### config.mk
export PLATFORM = sky130hd
export DESIGN_NAME = bounded_ordered_list_engine
export DESIGN_NICKNAME = d
export VERILOG_FILES = /design/src/rtl/bole_pkg.sv /design/src/rtl/bole_ctrl.sv /design/src/rtl/bole_datapath.sv /design/src/rtl/bounded_ordered_list_engine.sv
export SDC_FILE = /design/constraint.sdc
export NUM_CORES = 2
export LEC_CHECK = 0
export BUFFER_PORTS_ARGS = -buffer_cell sky130_fd_sc_hd__buf_2
export CAP_MARGIN = 15
export CORE_UTILIZATION = 59
export DETAILED_ROUTE_END_ITERATION = 10
export GPL_TIMING_DRIVEN = 0
export MAX_ROUTING_LAYER = met4
export PLACE_DENSITY_LB_ADDON = 0.15
export RECOVER_POWER = 100
export SYNTH_ARGS = -nofsm -noshare
export SYNTH_HDL_FRONTEND = slang
export SYNTH_SLANG_ARGS = --single-unit
### constraint.sdc
create_clock -name clock -period 4.8 [get_ports clock]
set_input_delay 0.72 -clock clock [delete_from_list [all_inputs] [get_ports clock]]
set_output_delay 0.72 -clock clock [all_outputs]
set_load 0.05 [all_outputs]
### src/rtl/bole_pkg.sv
// Shared types and constants for the bounded ordered list engine.
package bole_pkg;

   // Storage size and derived widths
   localparam int Capacity = 16;
   localparam int CountW   = $clog2(Capacity + 1);
   localparam int ValueW   = 32;

   // Operation codes
   localparam logic [2:0] ACT_PUSH_FRONT = 3'd0;
   localparam logic [2:0] ACT_PUSH_BACK  = 3'd1;
   localparam logic [2:0] ACT_SORTED_INS = 3'd2;
   localparam logic [2:0] ACT_POP_FRONT  = 3'd3;
   localparam logic [2:0] ACT_POP_BACK   = 3'd4;
   localparam logic [2:0] ACT_REMOVE     = 3'd5;
   localparam logic [2:0] ACT_SEARCH     = 3'd6;

   // Result status codes
   localparam logic [1:0] STS_DONE  = 2'd0;
   localparam logic [1:0] STS_EMPTY = 2'd1;
   localparam logic [1:0] STS_FULL  = 2'd2;
   localparam logic [1:0] STS_MISS  = 2'd3;

   typedef struct packed {
      logic [2:0]               action;
      logic signed [ValueW-1:0] operand_value;
   } req_type;

   typedef struct packed {
      logic [1:0]        status;
      logic              found;
      logic [CountW-1:0] entry_count;
   } rsp_type;

   // Controller to datapath commands
   typedef struct packed {
      logic load;    // capture operation and cell compares
      logic commit;  // update cells and response register
   } cmd_type;

endpackage

### src/rtl/bole_ctrl.sv
// Controller: sequences capture and commit, owns both handshakes.
module bole_ctrl import bole_pkg::*; (
   input  logic    clock,
   input  logic    reset,
   input  logic    req_valid,
   output logic    req_ready,
   output logic    rsp_valid,
   input  logic    rsp_ready,
   output cmd_type cmd
);

   typedef enum logic [1:0] {
      ST_IDLE  = 2'b01,
      ST_APPLY = 2'b10
   } state_type;

   state_type state_ff, state_in;
   logic      rsp_valid_ff, rsp_valid_in;
   logic      slot_free;

   // response register can take a new result
   assign slot_free = !rsp_valid_ff || rsp_ready;

   always_comb begin
      state_in   = state_ff;
      cmd.load   = 1'b0;
      cmd.commit = 1'b0;
      req_ready  = 1'b0;
      unique case (state_ff)
         ST_IDLE: begin
            req_ready = 1'b1;
            if (req_valid) begin
               cmd.load = 1'b1;
               state_in = ST_APPLY;
            end
         end
         ST_APPLY: begin
            if (slot_free) begin
               cmd.commit = 1'b1;
               state_in   = ST_IDLE;
            end
         end
         default: state_in = ST_IDLE;
      endcase
   end

   // response valid flag
   always_comb begin
      rsp_valid_in = rsp_valid_ff;
      if (cmd.commit) begin
         rsp_valid_in = 1'b1;
      end else if (rsp_ready) begin
         rsp_valid_in = 1'b0;
      end
   end

   always_ff @(posedge clock) begin
      if (reset) begin
         state_ff     <= ST_IDLE;
         rsp_valid_ff <= 1'b0;
      end else begin
         state_ff     <= state_in;
         rsp_valid_ff <= rsp_valid_in;
      end
   end

   assign rsp_valid = rsp_valid_ff;

endmodule

### src/rtl/bole_datapath.sv
// Datapath: row of value cells with parallel compare and one-step shift.
module bole_datapath import bole_pkg::*; (
   input  logic    clock,
   input  logic    reset,
   input  cmd_type cmd,
   input  req_type req_data,
   output rsp_type rsp_data
);

   logic signed [ValueW-1:0] cell_ff [Capacity];
   logic signed [ValueW-1:0] cell_in [Capacity];
   logic [CountW-1:0]        count_ff, count_in;
   logic [2:0]               action_ff;
   logic signed [ValueW-1:0] value_ff;
   logic [Capacity-1:0]      lt_ff, eq_ff;
   logic [Capacity-1:0]      lt_in, eq_in, valid;
   rsp_type                  rsp_ff, rsp_in;

   logic                is_full, is_empty, any_eq;
   logic [Capacity-1:0] stop, after, pos;
   logic                do_ins, do_rm, do_pop_back;

   // cell occupancy and parallel compares against the incoming value
   always_comb begin
      for (int i = 0; i < Capacity; i++) begin
         valid[i] = (CountW'(i) < count_ff);
         lt_in[i] = valid[i] && (cell_ff[i] < req_data.operand_value);
         eq_in[i] = valid[i] && (cell_ff[i] == req_data.operand_value);
      end
   end

   assign is_full  = (count_ff == CountW'(Capacity));
   assign is_empty = (count_ff == '0);
   assign any_eq   = |eq_ff;

   // decide operation, status and occupancy
   always_comb begin
      do_ins      = 1'b0;
      do_rm       = 1'b0;
      do_pop_back = 1'b0;
      stop        = '0;
      rsp_in      = '0;
      case (action_ff)
         ACT_PUSH_FRONT, ACT_PUSH_BACK, ACT_SORTED_INS: begin
            if (is_full) begin
               rsp_in.status = STS_FULL;
            end else begin
               do_ins = 1'b1;
            end
            if (action_ff == ACT_PUSH_FRONT) begin
               stop = Capacity'(1);
            end else if (action_ff == ACT_PUSH_BACK) begin
               stop = ~valid;
            end else begin
               stop = ~lt_ff;
            end
         end
         ACT_POP_FRONT, ACT_POP_BACK: begin
            if (is_empty) begin
               rsp_in.status = STS_EMPTY;
            end else if (action_ff == ACT_POP_FRONT) begin
               do_rm = 1'b1;
            end else begin
               do_pop_back = 1'b1;
            end
            stop = Capacity'(1);
         end
         ACT_REMOVE, ACT_SEARCH: begin
            rsp_in.found = any_eq;
            if (!any_eq) begin
               rsp_in.status = STS_MISS;
            end else if (action_ff == ACT_REMOVE) begin
               do_rm = 1'b1;
            end
            stop = eq_ff;
         end
         default: ;
      endcase
      // occupancy update
      count_in = count_ff;
      if (do_ins) begin
         count_in = count_ff + CountW'(1);
      end else if (do_rm || do_pop_back) begin
         count_in = count_ff - CountW'(1);
      end
      rsp_in.entry_count = count_in;
   end

   // lowest stop bit and every cell from it upward
   assign pos   = stop & (-stop);
   assign after = stop | (-stop);

   // next cell contents: open or close a slot in one step
   always_comb begin
      for (int i = 0; i < Capacity; i++) begin
         cell_in[i] = cell_ff[i];
         if (do_ins) begin
            if (pos[i]) begin
               cell_in[i] = value_ff;
            end else if (after[i] && i > 0) begin
               cell_in[i] = cell_ff[(i > 0) ? i - 1 : 0];
            end
         end else if (do_rm && after[i] && i < Capacity - 1) begin
            cell_in[i] = cell_ff[(i < Capacity - 1) ? i + 1 : i];
         end
      end
   end

   always_ff @(posedge clock) begin
      if (reset) begin
         count_ff <= '0;
      end else if (cmd.commit) begin
         count_ff <= count_in;
      end
   end

   // operation capture and result payload
   always_ff @(posedge clock) begin
      if (cmd.load) begin
         action_ff <= req_data.action;
         value_ff  <= req_data.operand_value;
         lt_ff     <= lt_in;
         eq_ff     <= eq_in;
      end
      if (cmd.commit) begin
         rsp_ff <= rsp_in;
         for (int i = 0; i < Capacity; i++) begin
            cell_ff[i] <= cell_in[i];
         end
      end
   end

   assign rsp_data = rsp_ff;

endmodule

### src/rtl/bounded_ordered_list_engine.sv
// Top level of the bounded ordered list engine.
//
//  channel   direction  handshake             payload
//  req_      in         req_valid/req_ready   req_type  (action, operand_value)
//  rsp_      out        rsp_valid/rsp_ready   rsp_type  (status, found, entry_count)
//
// In each transaction the accept cycle compares the value with every cell at once
// and registers the result; the apply state then shifts the cells and loads the response.
// A new request is not taken until the previous transaction has committed.
// A held response stalls the update cycle until its slot frees; the next
// request is taken while the last response still waits.
// Reset empties the list at once; cell contents are not cleared.
module bounded_ordered_list_engine import bole_pkg::*; (
   input  logic    clock,
   input  logic    reset,
   input  logic    req_valid,
   output logic    req_ready,
   input  req_type req_data,
   output logic    rsp_valid,
   input  logic    rsp_ready,
   output rsp_type rsp_data
);

   cmd_type cmd;

   bole_ctrl u_ctrl (
      .clock     (clock),
      .reset     (reset),
      .req_valid (req_valid),
      .req_ready (req_ready),
      .rsp_valid (rsp_valid),
      .rsp_ready (rsp_ready),
      .cmd       (cmd)
   );

   bole_datapath u_datapath (
      .clock    (clock),
      .reset    (reset),
      .cmd      (cmd),
      .req_data (req_data),
      .rsp_data (rsp_data)
   );

   // a captured transaction is never overwritten before its commit
   assert property (@(posedge clock) disable iff (reset)
      (req_valid && req_ready) |=> !req_ready)
      else $error("request accepted while previous transaction open");

   // a pending response is never overwritten
   assert property (@(posedge clock) disable iff (reset)
      (rsp_valid && !rsp_ready) |-> !cmd.commit)
      else $error("commit while response still held");

   // occupancy never exceeds storage
   assert property (@(posedge clock) disable iff (reset)
      rsp_valid |-> (rsp_data.entry_count <= CountW'(Capacity)))
      else $error("entry count beyond capacity");

   // dropped insert only when storage is full
   assert property (@(posedge clock) disable iff (reset)
      (rsp_valid && rsp_data.status == STS_FULL)
         |-> (rsp_data.entry_count == CountW'(Capacity)))
      else $error("full status with free storage");

endmodule

==> out/metrics.yaml <==
routing:
  routed_wl_um: 148000
  ant_nets: 0
  first_pass_iters: 7
  vias: 35162
  route.detailed.drc: 0
  wire_per_inst_um: 29.3
  viasPerCell: 6.95
  drt_iter0_markers: 4356
yosys:
  ys_ff_latch: 595
  synth_fp_nets: 4534
  yosys.cell_count.top_type: "edfxtp_1"
  synth_cell_types: 75
  synth_area_leader_cell: "edfxtp_1"
  syn_inst: 3979
  async_flop_share_pct: 0
  synth_edf_count: 587
  ys.warnings.count: 0
  yosys_most_used_dff: "edfxtp_1"
  synth_area_leaders: "edfxtp_1 (43%), ha_1 (16%), mux2i_1 (5.7%), nand2_1 (5.4%), o211ai_1 (4.4%)"
  synth.top_cell.area_share_pct: 43.3
  ys_seq_area_share_pct: 43.7
  syn_area_per_cell_um2: 10.2
  synth_commonest_cells: "edfxtp_1 (587), nand2_1 (581), ha_1 (516)"
  netlist_area_mm2: 0.0407
critical_path:
  critPathKind: "reg2reg"
  r2r_slack_ns: -0.01
  critPathMaxFanout: 10
  cp-start-kind: "flop"
  end_kind: "flop"
  r2r-start: "u_datapath.action_ff[2]"
  worstPathArrival_ns: 5.24
  required_ns: 5.23
  r2r_cells: 11
  reg2reg_to: "u_datapath.cell_ff[10][30]"
hold_path:
  min_to: "u_datapath.action_ff[0]"
  min_path_type: "in2reg"
  min_path_cells: 1
  min_from: "req_data[32]"
timing:
  hold_ws_ns: 0.266
  finClkSkew_ns: 0.0218
  hold_violations: 0
  drv_slew: 71
  relSlewSlack_pct: -76.1
  post-route-period-util_pct: 100
  fin_ws_ns: -0.0109
  setup_violations: 1
  fmax_mhz: 208
  period_minus_slack_ns: 4.81
  rsz0062_at_grt: "yes"
  tightest_slew_ns: 2.64
pwr:
  vdd_ir_drop_max_uv: 283
  power_leakage_nw: 17.8
  p_per_area_mw_per_mm2: 290
layout:
  fin_nets: 4683
  drive_gt1_share_pct: 6.17
  fillers: 5598
  area_growth_pct: 10.1
  seqCellArea_mm2: 0.0178
  multi_input_area_mm2: 0.0218
place:
  pre_cts_ws_ns: -0.402
  dp_hpwl_um: 120000
  gp_congestion: 1.07
  io_buffers: 48
floorplanning:
  start_util_pct: 60.1
  io_pins: 49
  fp.dieH_um: 265
  coreArea_mm2: 0.0676
  die_x_um: 265
  rows: 95
  die_area_mm2: 0.0700
clock_tree:
  cts_root_buffer: "clkbuf_16"
  cts_num_sinks: 595
  cts_buffers: 70
  cts_hold_buffers: 0
  cts_tree: "built"
  clkTransAtPathRegs_ns: 0.06
  clk_latency_ns: 0.63
  htreeDepth: 3
  cts_buffer_depth: 3
run:
  drv_cap: 2
global_routing:
  grt_pass1_wl_um: 214000
  grt_max_degree: 43
  grt_overflow: 0
  grt_pass1_vias: 34210
  antenna_found_initial: 5
  grt_usage_pct: 43.1
status:
  violations: "max-capacitance violations, max-slew violations, negative setup slack"
  status: "finished with violations"
[cell usage in the layout (no fill, tap or decap), types with 10 or more instances in the layout]
| cell | n |
|---|---|
| nor2_1 | 145 |
| ha_1 | 516 |
| buf_4 | 16 |
| nand2b_1 | 21 |
| mux2i_1 | 230 |
| clkbuf_1 | 234 |
| and3_1 | 11 |
| and4_1 | 18 |
| clkbuf_16 | 74 |
| a21o_1 | 58 |
| a211oi_1 | 30 |
| clkinv_1 | 20 |
| nor2b_1 | 49 |
| a31oi_1 | 47 |
| edfxtp_1 | 587 |
| or3_1 | 10 |
| nor4_1 | 23 |
| buf_2 | 54 |
| o211ai_1 | 238 |
| mux2_2 | 36 |
| buf_1 | 14 |
| o31ai_1 | 43 |
| inv_1 | 67 |
| nand3_1 | 206 |
| o221ai_1 | 10 |
| nand2_1 | 579 |
| nand4_1 | 120 |
| a21oi_1 | 126 |
| nor3_1 | 24 |
| o21ai_0 | 339 |
| o21a_1 | 31 |
[worst max-delay path: stages (launching register included)]
cell and delay [ns]:
edfxtp_1 0.49, buf_2 0.24, buf_2 0.22, clkbuf_2 0.27
clkbuf_1 0.26, a31oi_1 0.32, and2_0 0.17, clkbuf_1 0.25
clkbuf_1 0.61, clkbuf_1 0.75, nand2_1 0.59, o211ai_1 0.41
[power breakdown]
part           switching [mW]  internal (mW)
sequential             0.0555           5.81
clock                    2.26           2.92
combinational            1.38          0.562
[per-layer routing]
layer	global-route usage (%)	wire, µm	vias to the layer above
met4	27.8	10900	0
met1	53.5	56900	16976
li1	-	-	15634
met5	-	0	-
met2	65.7	66100	2100
met3	6.77	14400	452
[sequential cells by signal (all words and copies together), names as in the netlist]
register and cells:
u_datapath.eq_ff 16, u_datapath.rsp_data 8, u_datapath.lt_ff 16, u_datapath.value_ff 32
u_datapath.action_ff 3, u_ctrl.state_ff 2, u_datapath.count_ff 5, u_ctrl.rsp_valid 1
u_datapath.cell_ff 512
[repair_timing]
action                                  4_1_cts  5_1_grt
cloned                                        1        1
pin swaps                                     1        3
endpoints found under the hold margin         0        0
endpoints found under the setup margin      388      203
buffers inserted                              0        9
gates resized for setup                       5        4
[how the worst max path moves through the flow]
stage | to | start | slack [ns]
6_report | u_datapath.cell_ff[10][30] | u_datapath.action_ff[2] | -0.01
5_1_grt | u_datapath.cell_ff[15][12] | u_datapath.count_ff[1] | -0.09
4_1_cts | u_datapath.cell_ff[9][20] | u_datapath.action_ff[2] | 0.05
3_5_place_dp | u_datapath.cell_ff[1][25] | u_datapath.action_ff[2] | -0.40
3_3_place_gp | u_datapath.cell_ff[12][26] | u_datapath.count_ff[3] | -2.61
2_1_floorplan | u_datapath.cell_ff[12][0] | u_datapath.count_ff[1] | 0.49
[metrics by stage]
step | area, µm² | cells | total power, mW | setup TNS [ns] | utilization [%]
after floorplan | 40700 | 3979 | 7.10 | 0 | -
after global placement | 42000 | 4900 | 7.77 | -1011.71 | 62.1
after detailed placement | 42600 | 4918 | 7.83 | -93.13 | 63.0
after CTS | 44700 | 5044 | 12.9 | 0 | 66.1
after global routing | 44800 | 5057 | 13.3 | -1.51 | 66.2
final | 44800 | 5058 | 13.0 | -0.0109 | 66.2
[area by class of cell]
type	count	area share, %
Clock buffer	90	4.27
Tap cell	873	2.44
Antenna cell	3	0.0168
Multi-Input combinational cell	3070	48.7
Timing Repair Buffer	76	1.49
Clock inverter	36	0.528
Inverter	67	0.561
Buffer	248	2.24
Sequential cell	595	39.7
[cell families (layout without fill, tap and decap cells)]
family / after synthesis / count (layout) / synth area share [%]
fa+ha+maj: 516 / 516 / 15.9
compound gates: 1013 / 1013 / 15.9
other cells: 0 / 3 / 0
flops: 595 / 595 / 43.7
xor+xnor: 7 / 7 / 0.151
mux: 267 / 267 / 6.68
buf+inv: 316 / 517 / 3.08
simple gates: 1265 / 1267 / 14.6
Note: power is estimated with default switching activity, not from simulation.
